$ cat src/rtl/core/pidpc_pkg.sv
// pidpc_pkg: shared types and constants for the PID position controller.
// Payload structs, configuration struct, register indexes, controller commands.
// No dependencies.
package pidpc_pkg;

  localparam int unsigned DATA_W    = 32;
  localparam int unsigned FRAC_BITS = 16;
  localparam int unsigned GAIN_W    = 31;
  localparam int unsigned PROD_W    = 2 * DATA_W;
  localparam int unsigned TERM_W    = PROD_W - FRAC_BITS;
  localparam int unsigned ISUM_W    = TERM_W + 1;
  localparam int unsigned ACC_W     = TERM_W + 2;
  localparam int unsigned ADDR_W    = 5;
  localparam int unsigned IDX_W     = 3;

  // register indexes, byte address = 4 * index
  localparam logic [IDX_W-1:0] REG_KP        = 3'd0;
  localparam logic [IDX_W-1:0] REG_KI        = 3'd1;
  localparam logic [IDX_W-1:0] REG_KD        = 3'd2;
  localparam logic [IDX_W-1:0] REG_OUT_MAX   = 3'd3;
  localparam logic [IDX_W-1:0] REG_OUT_MIN   = 3'd4;
  localparam logic [IDX_W-1:0] REG_INT_LIMIT = 3'd5;
  localparam logic [IDX_W-1:0] REG_INT_DT    = 3'd6;

  typedef struct packed {
    logic signed [DATA_W-1:0] setpoint;
    logic signed [DATA_W-1:0] measured;
  } in_t;

  typedef struct packed {
    logic signed [DATA_W-1:0] drive;
    logic                     out_clamped;
    logic                     int_clamped;
  } out_t;

  typedef struct packed {
    logic signed [DATA_W-1:0] kp;
    logic signed [DATA_W-1:0] ki;
    logic signed [DATA_W-1:0] kd;
    logic signed [DATA_W-1:0] out_max;
    logic signed [DATA_W-1:0] out_min;
    logic        [GAIN_W-1:0] int_limit;
    logic        [GAIN_W-1:0] int_dt;
  } cfg_t;

  typedef enum logic [1:0] {
    MUL_NONE,
    MUL_DT,
    MUL_KP,
    MUL_KI
  } mul_sel_e;

  typedef enum logic [1:0] {
    ACC_HOLD,
    ACC_LOAD,
    ACC_ADD
  } acc_op_e;

  typedef struct packed {
    logic     ld_in;
    logic     calc_err;
    logic     mul_en;
    mul_sel_e mul_sel;
    logic     mul_kd;
    logic     int_upd;
    acc_op_e  acc_op;
    logic     out_ld;
  } cmd_t;

  typedef struct packed {
    logic out_stall;
  } status_t;

endpackage

$ cat src/rtl/core/pidpc_regs.sv
// pidpc_regs: APB-style configuration register file for the PID controller.
// Depends on pidpc_pkg.
module pidpc_regs (
  input  logic                            clk_i,
  input  logic                            rst_ni,
  input  logic                            psel,
  input  logic                            penable,
  input  logic                            pwrite,
  input  logic [pidpc_pkg::ADDR_W-1:0]    paddr,
  input  logic [31:0]                     pwdata,
  output logic [31:0]                     prdata,
  output logic                            pready,
  output pidpc_pkg::cfg_t                 cfg_o
);
  import pidpc_pkg::*;

  cfg_t             cfg_q;
  logic [IDX_W-1:0] idx;
  logic             wr;

  assign idx   = paddr[ADDR_W-1:2];
  assign wr    = psel & penable & pwrite;
  assign pready = 1'b1;
  assign cfg_o = cfg_q;

  always_ff @(posedge clk_i or negedge rst_ni) begin
    if (!rst_ni) begin
      cfg_q.kp        <= 32'sd1048576;
      cfg_q.ki        <= '0;
      cfg_q.kd        <= 32'sd65536;
      cfg_q.out_max   <= 32'sd131072;
      cfg_q.out_min   <= -32'sd131072;
      cfg_q.int_limit <= 31'd196608;
      cfg_q.int_dt    <= 31'd655;
    end else if (wr) begin
      unique case (idx)
        REG_KP:        cfg_q.kp        <= pwdata;
        REG_KI:        cfg_q.ki        <= pwdata;
        REG_KD:        cfg_q.kd        <= pwdata;
        REG_OUT_MAX:   cfg_q.out_max   <= pwdata;
        REG_OUT_MIN:   cfg_q.out_min   <= pwdata;
        REG_INT_LIMIT: cfg_q.int_limit <= pwdata[GAIN_W-1:0];
        REG_INT_DT:    cfg_q.int_dt    <= pwdata[GAIN_W-1:0];
        default: ;
      endcase
    end
  end

  always_comb begin
    unique case (idx)
      REG_KP:        prdata = cfg_q.kp;
      REG_KI:        prdata = cfg_q.ki;
      REG_KD:        prdata = cfg_q.kd;
      REG_OUT_MAX:   prdata = cfg_q.out_max;
      REG_OUT_MIN:   prdata = cfg_q.out_min;
      REG_INT_LIMIT: prdata = {1'b0, cfg_q.int_limit};
      REG_INT_DT:    prdata = {1'b0, cfg_q.int_dt};
      default:       prdata = '0;
    endcase
  end

endmodule

$ cat src/rtl/core/pidpc_ctrl.sv
// pidpc_ctrl: sequencer for the PID controller, one sample at a time.
// Issues datapath commands step by step. Depends on pidpc_pkg.
module pidpc_ctrl (
  input  logic                 clk_i,
  input  logic                 rst_ni,
  input  logic                 in_valid_i,
  output logic                 in_ready_o,
  input  pidpc_pkg::status_t   status_i,
  output pidpc_pkg::cmd_t      cmd_o
);
  import pidpc_pkg::*;

  localparam logic [2:0] S_IDLE = 3'd0;
  localparam logic [2:0] S_ERR  = 3'd1;
  localparam logic [2:0] S_MDT  = 3'd2;
  localparam logic [2:0] S_INT  = 3'd3;
  localparam logic [2:0] S_MKI  = 3'd4;
  localparam logic [2:0] S_MKD  = 3'd5;
  localparam logic [2:0] S_SUM  = 3'd6;
  localparam logic [2:0] S_OUT  = 3'd7;

  logic [2:0] state_q, state_d;

  assign in_ready_o = (state_q == S_IDLE);

  always_comb begin
    state_d        = state_q;
    cmd_o          = '0;
    cmd_o.mul_sel  = MUL_NONE;
    cmd_o.acc_op   = ACC_HOLD;
    unique case (state_q)
      S_IDLE: begin
        if (in_valid_i) begin
          cmd_o.ld_in = 1'b1;
          state_d     = S_ERR;
        end
      end
      S_ERR: begin
        cmd_o.calc_err = 1'b1;
        state_d        = S_MDT;
      end
      S_MDT: begin
        cmd_o.mul_en  = 1'b1;
        cmd_o.mul_sel = MUL_DT;
        state_d       = S_INT;
      end
      S_INT: begin
        cmd_o.int_upd = 1'b1;
        cmd_o.mul_en  = 1'b1;
        cmd_o.mul_sel = MUL_KP;
        state_d       = S_MKI;
      end
      S_MKI: begin
        cmd_o.acc_op  = ACC_LOAD;
        cmd_o.mul_en  = 1'b1;
        cmd_o.mul_sel = MUL_KI;
        state_d       = S_MKD;
      end
      S_MKD: begin
        cmd_o.acc_op = ACC_ADD;
        cmd_o.mul_en = 1'b1;
        cmd_o.mul_kd = 1'b1;
        state_d      = S_SUM;
      end
      S_SUM: begin
        cmd_o.acc_op = ACC_ADD;
        state_d      = S_OUT;
      end
      S_OUT: begin
        // wait while the previous result still sits in the output register
        if (!status_i.out_stall) begin
          cmd_o.out_ld = 1'b1;
          state_d      = S_IDLE;
        end
      end
      default: state_d = S_IDLE;
    endcase
  end

  always_ff @(posedge clk_i or negedge rst_ni) begin
    if (!rst_ni) begin
      state_q <= S_IDLE;
    end else begin
      state_q <= state_d;
    end
  end

endmodule

$ cat src/rtl/core/pidpc_dp.sv
// pidpc_dp: PID datapath with one shared 32x32 multiplier, integral and
// output clamps, and the output register. Depends on pidpc_pkg.
module pidpc_dp (
  input  logic               clk_i,
  input  logic               rst_ni,
  input  pidpc_pkg::cmd_t    cmd_i,
  output pidpc_pkg::status_t status_o,
  input  pidpc_pkg::cfg_t    cfg_i,
  input  pidpc_pkg::in_t     in_data_i,
  output logic               out_valid_o,
  input  logic               out_ready_i,
  output pidpc_pkg::out_t    out_data_o
);
  import pidpc_pkg::*;

  function automatic logic signed [DATA_W-1:0] sat_dw(input logic signed [DATA_W:0] v);
    logic signed [DATA_W-1:0] r;
    if (v[DATA_W] != v[DATA_W-1]) begin
      r = {v[DATA_W], {(DATA_W-1){~v[DATA_W]}}};
    end else begin
      r = v[DATA_W-1:0];
    end
    return r;
  endfunction

  logic signed [DATA_W-1:0] sp_q, meas_q, prev_q, err_q, diff_q, integral_q;
  logic signed [PROD_W-1:0] prod_q, prod_d;
  logic signed [DATA_W-1:0] mul_a, mul_b;
  logic signed [TERM_W-1:0] term;
  logic signed [ISUM_W-1:0] isum, lim_pos, lim_neg;
  logic signed [ACC_W-1:0]  acc_q, out_hi, out_lo, clamp_hi;
  logic signed [DATA_W-1:0] integral_d;
  logic                     ic_d, ic_q, oc_hi, oc_lo;
  logic                     out_valid_q;
  out_t                     out_q;

  // operand select for the shared multiplier
  always_comb begin
    mul_a = err_q;
    mul_b = cfg_i.kp;
    if (cmd_i.mul_kd) begin
      mul_a = diff_q;
      mul_b = cfg_i.kd;
    end else begin
      case (cmd_i.mul_sel)
        MUL_DT: begin
          mul_a = err_q;
          mul_b = {1'b0, cfg_i.int_dt};
        end
        MUL_KI: begin
          mul_a = integral_q;
          mul_b = cfg_i.ki;
        end
        default: begin
          mul_a = err_q;
          mul_b = cfg_i.kp;
        end
      endcase
    end
  end

  assign prod_d = PROD_W'(mul_a) * PROD_W'(mul_b);
  // arithmetic shift: floor of the scaled product
  assign term   = prod_q[PROD_W-1:FRAC_BITS];

  // integral update and symmetric clamp
  assign lim_pos = ISUM_W'($signed({1'b0, cfg_i.int_limit}));
  assign lim_neg = -lim_pos;
  assign isum    = ISUM_W'(integral_q) + ISUM_W'(term);

  always_comb begin
    integral_d = isum[DATA_W-1:0];
    ic_d       = 1'b0;
    if (isum > lim_pos) begin
      integral_d = lim_pos[DATA_W-1:0];
      ic_d       = 1'b1;
    end else if (isum < lim_neg) begin
      integral_d = lim_neg[DATA_W-1:0];
      ic_d       = 1'b1;
    end
  end

  // output clamp: max first, then min, so inverted limits give out_min
  assign out_hi   = ACC_W'(cfg_i.out_max);
  assign out_lo   = ACC_W'(cfg_i.out_min);
  assign oc_hi    = acc_q > out_hi;
  assign clamp_hi = oc_hi ? out_hi : acc_q;
  assign oc_lo    = clamp_hi < out_lo;

  assign status_o.out_stall = out_valid_q & ~out_ready_i;
  assign out_valid_o        = out_valid_q;
  assign out_data_o         = out_q;

  always_ff @(posedge clk_i or negedge rst_ni) begin
    if (!rst_ni) begin
      prev_q      <= '0;
      integral_q  <= '0;
      out_valid_q <= 1'b0;
    end else begin
      if (cmd_i.calc_err) begin
        prev_q <= meas_q;
      end
      if (cmd_i.int_upd) begin
        integral_q <= integral_d;
      end
      if (cmd_i.out_ld) begin
        out_valid_q <= 1'b1;
      end else if (out_ready_i) begin
        out_valid_q <= 1'b0;
      end
    end
  end

  always_ff @(posedge clk_i) begin
    if (cmd_i.ld_in) begin
      sp_q   <= in_data_i.setpoint;
      meas_q <= in_data_i.measured;
    end
    if (cmd_i.calc_err) begin
      err_q  <= sat_dw((DATA_W+1)'(sp_q) - (DATA_W+1)'(meas_q));
      diff_q <= sat_dw((DATA_W+1)'(meas_q) - (DATA_W+1)'(prev_q));
    end
    if (cmd_i.mul_en) begin
      prod_q <= prod_d;
    end
    if (cmd_i.int_upd) begin
      ic_q <= ic_d;
    end
    case (cmd_i.acc_op)
      ACC_LOAD: acc_q <= ACC_W'(term);
      ACC_ADD:  acc_q <= acc_q + ACC_W'(term);
      default:  ;
    endcase
    if (cmd_i.out_ld) begin
      out_q.drive       <= oc_lo ? out_lo[DATA_W-1:0] : clamp_hi[DATA_W-1:0];
      out_q.out_clamped <= oc_hi | oc_lo;
      out_q.int_clamped <= ic_q;
    end
  end

endmodule

$ cat src/rtl/core/pid_position_controller_unit.sv
// pid_position_controller_unit: top level of the PID position controller.
// Depends on pidpc_pkg, pidpc_regs, pidpc_ctrl, pidpc_dp.
//
// Positional PID with derivative on measurement, signed Q16.16 throughout.
// A sample is taken in the idle state, then goes through seven sequencer steps
// in which a single shared 32x32 multiplier forms error*int_dt, error*kp,
// integral*ki and diff*kd in turn, with the integral and output clamps in
// between. The result lands in an output register; the next sample is taken
// once that register has been loaded; a consumer that holds off out_ready_i
// delays the next sample by its stall. The user must write configuration over
// the APB port only while no sample is in flight; the block does not check it.
module pid_position_controller_unit (
  input  logic                         clk_i,
  input  logic                         rst_ni,
  input  logic                         psel,
  input  logic                         penable,
  input  logic                         pwrite,
  input  logic [pidpc_pkg::ADDR_W-1:0] paddr,
  input  logic [31:0]                  pwdata,
  output logic [31:0]                  prdata,
  output logic                         pready,
  input  logic                         in_valid_i,
  output logic                         in_ready_o,
  input  pidpc_pkg::in_t               in_data_i,
  output logic                         out_valid_o,
  input  logic                         out_ready_i,
  output pidpc_pkg::out_t              out_data_o
);
  import pidpc_pkg::*;

  cfg_t    cfg;
  cmd_t    cmd;
  status_t status;

  pidpc_regs u_regs (
    .clk_i   (clk_i),
    .rst_ni  (rst_ni),
    .psel    (psel),
    .penable (penable),
    .pwrite  (pwrite),
    .paddr   (paddr),
    .pwdata  (pwdata),
    .prdata  (prdata),
    .pready  (pready),
    .cfg_o   (cfg)
  );

  pidpc_ctrl u_ctrl (
    .clk_i      (clk_i),
    .rst_ni     (rst_ni),
    .in_valid_i (in_valid_i),
    .in_ready_o (in_ready_o),
    .status_i   (status),
    .cmd_o      (cmd)
  );

  pidpc_dp u_dp (
    .clk_i       (clk_i),
    .rst_ni      (rst_ni),
    .cmd_i       (cmd),
    .status_o    (status),
    .cfg_i       (cfg),
    .in_data_i   (in_data_i),
    .out_valid_o (out_valid_o),
    .out_ready_i (out_ready_i),
    .out_data_o  (out_data_o)
  );

endmodule
$ cat config.mk
export PLATFORM = sky130hd
export DESIGN_NAME = pid_position_controller_unit
export DESIGN_NICKNAME = d
export VERILOG_FILES = /design/src/rtl/core/pidpc_pkg.sv /design/src/rtl/core/pidpc_regs.sv /design/src/rtl/core/pidpc_ctrl.sv /design/src/rtl/core/pidpc_dp.sv /design/src/rtl/core/pid_position_controller_unit.sv
export SDC_FILE = /design/constraint.sdc
export NUM_CORES = 2
export LEC_CHECK = 0
export ABC_AREA = 1
export BUFFER_PORTS_ARGS = -buffer_cell sky130_fd_sc_hd__buf_2
export CORE_UTILIZATION = 60
export CTS_BUF_LIST = sky130_fd_sc_hd__clkbuf_16
export DETAILED_ROUTE_END_ITERATION = 7
export GPL_ROUTABILITY_DRIVEN = 0
export PLACE_DENSITY = 0.86
export SETUP_SLACK_MARGIN = 0.5
export SYNTH_ARGS = -nofsm -noshare
export SYNTH_HDL_FRONTEND = slang
export SYNTH_SLANG_ARGS = --single-unit
$ cat constraint.sdc
create_clock -name clk_i -period 21.5 [get_ports clk_i]
set_input_delay 0 -clock clk_i [delete_from_list [all_inputs] [get_ports clk_i]]
set_output_delay 0 -clock clk_i [all_outputs]
set_load 0.005 [all_outputs]
==> results.json <==
{
  "run_status": "finished, violations left",
  "violations": "DRC",
  "cts-root-buf": "clkbuf_16",
  "io_pins": 177,
  "cp_slowest_stage_delay_ns": 1.02,
  "yosysUniqueCellTypes": 65,
  "syn-num-nets": 10744,
  "die_w_um": 353,
  "wire_per_inst_um": 24.0,
  "start_util_pct": 60.5,
  "cts.sinks": 551,
  "fin_crit_sh_pct": 56.2,
  "hold_ws_ns": 0.0186,
  "grt_pass1_vias": 70541,
  "drive_gt1_share_pct": 5.58,
  "antenna_left": 0,
  "clk_pin_slew_worst_paths_ns": 0.08,
  "overflow": 0,
  "slew_violations": 0,
  "fillers": 9129,
  "via_per_inst": 6.36,
  "die_area_um2": 124000,
  "reg2reg_from": "u_ctrl.state_q[2]",
  "endpoint_kind": "flip-flop",
  "synth-seq-area-share_pct": 20.5,
  "vias": 69004,
  "synth-edff-count": 261,
  "die_y_um": 353,
  "finalInstanceArea_um2": 79600,
  "synth-seq-cells": 551,
  "worstSetupPathType": "reg -> reg",
  "cts.htree.levels": 2,
  "netlist_area_um2": 73700,
  "cp_max_fo": 67,
  "io_buffers": 173,
  "grt_first_pass_wirelength_mm": 396,
  "regArea_um2": 15100,
  "ys.flop_type": "dfrtp_1",
  "layout_commonest_cell": "nand2_1",
  "synth_warnings": 0,
  "rr_worst_depth": 30,
  "worst_path_max_delay_cell": "fa_1",
  "placed_cell_area_um2": 76500,
  "finClkSkew_ns": 0.130,
  "cts_tree": "built",
  "crit_required_ns": 21.94,
  "cp-start-kind": "flip-flop",
  "multi_input_area_um2": 51200,
  "hold_path.class": "in -> reg",
  "first_pass_iters": 8,
  "final_cell_mix": "1867 x nand2_1, 1666 x inv_1, 1085 x fa_1",
  "setup_viol": 0,
  "clockBufferDepth": 3,
  "grt_usage_pct": 41.7,
  "avgSynthCellArea_um2": 8.17,
  "cap_viol_max_count": 0,
  "r2r_setup_slack_ns": 9.41,
  "rsz0062_at_grt": "false",
  "syn_inst": 9030,
  "clk_latency_ns": 0.73,
  "drtIter0Drc": 10293,
  "final-hold-violation-count": 0,
  "grt_start_max_net_pins": 84,
  "fp-row-count": 128,
  "relSlewSlack_pct": 5.73,
  "hp-start": "in_data_i[16]",
  "crit_top_cell": "fa_1",
  "area_delta_synth_final_pct": 8.00,
  "async_flop_share_pct": 52.6,
  "place_ws_ns": 9.90,
  "hold_depth": 2,
  "fmax_ghz": 0.0827,
  "hold-path-endpoint": "u_dp.meas_q[16]",
  "cts_buffers": 57,
  "nets": 10882,
  "fin_crit_ns": 12.09,
  "antenna_found_initial": 13,
  "core_region_area_um2": 122000,
  "hpwl_mm": 192,
  "finalSetupTns_ns": 0,
  "drc_errors": 209,
  "r2r-end": "u_dp.prod_q[59]",
  "routed_wl_mm": 260,
  "worstMarginPinSlew_ns": 1.40,
  "arrival_ns": 12.53,
  "setup_ws_ns": 9.41
}
registers in the layout, summed over array words and instances (netlist names), 3 cells and up:
| register | count |
|---|---|
| u_dp.out_data_o | 34 |
| u_dp.acc_q | 50 |
| u_ctrl.state_q | 3 |
| u_dp.sp_q | 32 |
| u_regs.cfg_o | 222 |
| u_dp.err_q | 32 |
| u_dp.prod_q | 48 |
| u_dp.integral_q | 32 |
| u_dp.meas_q | 32 |
| u_dp.diff_q | 32 |
| u_dp.prev_q | 32 |
cell usage after synthesis (27+ instances only):
library cell	instances	area [um2]
a21oi_1	451	2260
a221oi_1	27	236
a31oi_1	30	188
buf_2	39	195
clkbuf_1	244	916
dfrtp_1	264	6610
edfxtp_1	261	7840
fa_1	1085	21700
ha_1	521	6520
inv_1	1662	6240
nand2_1	1870	7020
nand3_1	275	1380
nand4_1	53	332
nor2_1	900	3380
nor3_1	52	260
nor4_1	33	206
o211ai_1	63	473
o21ai_0	564	2820
o21ai_1	81	405
o221ai_1	28	245
o22ai_1	48	300
xnor2_1	72	631
xor2_1	131	1150
critical path, delay by kind of cell (launching register included):
| family | cells | cell delay (ns) |
|---|---|---|
| compound gates | 7 | 2.27 |
| fa+ha+maj | 9 | 5.49 |
| buf+inv | 8 | 2.94 |
| flops | 1 | 0.51 |
| simple gates | 6 | 0.65 |
through the flow:
step | instances | utilization (%)
floorplan | 9030 | -
global placement | 10632 | 62.8
detailed placement | 10632 | 62.8
CTS | 10842 | 65.3
global route | 10842 | 65.3
finish | 10855 | 65.3
what timing repair did:
action	CTS	global route
hold buffers	102	0
gates resized for setup	0	0
hold endpoints to repair	359	0
setup buffers	0	0
area by class of cell:
type	count	area share (%)
clock inverter	49	0.764
timing repair buffer	383	3.42
multi-input combinational	6471	64.3
inverter	1704	8.03
sequential	551	19.0
clock buffer	59	1.85
tap	1625	2.55
antenna	13	0.0408
worst max path at each step:
stage                     slack, ns         startpoint               to
after global routing           9.17  u_ctrl.state_q[2]  u_dp.prod_q[59]
after floorplan               12.90  u_ctrl.state_q[2]  u_dp.prod_q[59]
after detailed placement       9.90  u_ctrl.state_q[2]  u_dp.prod_q[59]
after global placement        10.01  u_ctrl.state_q[2]  u_dp.prod_q[59]
final                          9.41  u_ctrl.state_q[2]  u_dp.prod_q[59]
after CTS                      9.94  u_ctrl.state_q[2]  u_dp.prod_q[59]
routing by layer:
metal / vias to the layer above / GRT usage [%] / wire length (um)
met1: 32183 / 47.3 / 81700
met2: 6144 / 59.6 / 105000
li1: 28678 / - / -
met5: - / 0.423 / 221
met3: 1979 / 19.8 / 44900
met4: 20 / 34.5 / 28400
cells by family after synthesis:
logic type	share of synthesized area, %
adder cells (fa/ha/maj)	38.3
AND/OR/NAND/NOR	17.7
other	0.00509
buffers and inverters	10.3
AO/OA/AOI/OAI	10.8
flip-flops	20.5
XOR/XNOR	2.43
Power is not shown: default switching activity piles up to over one toggle a cycle in this logic, so the estimate is an artifact.
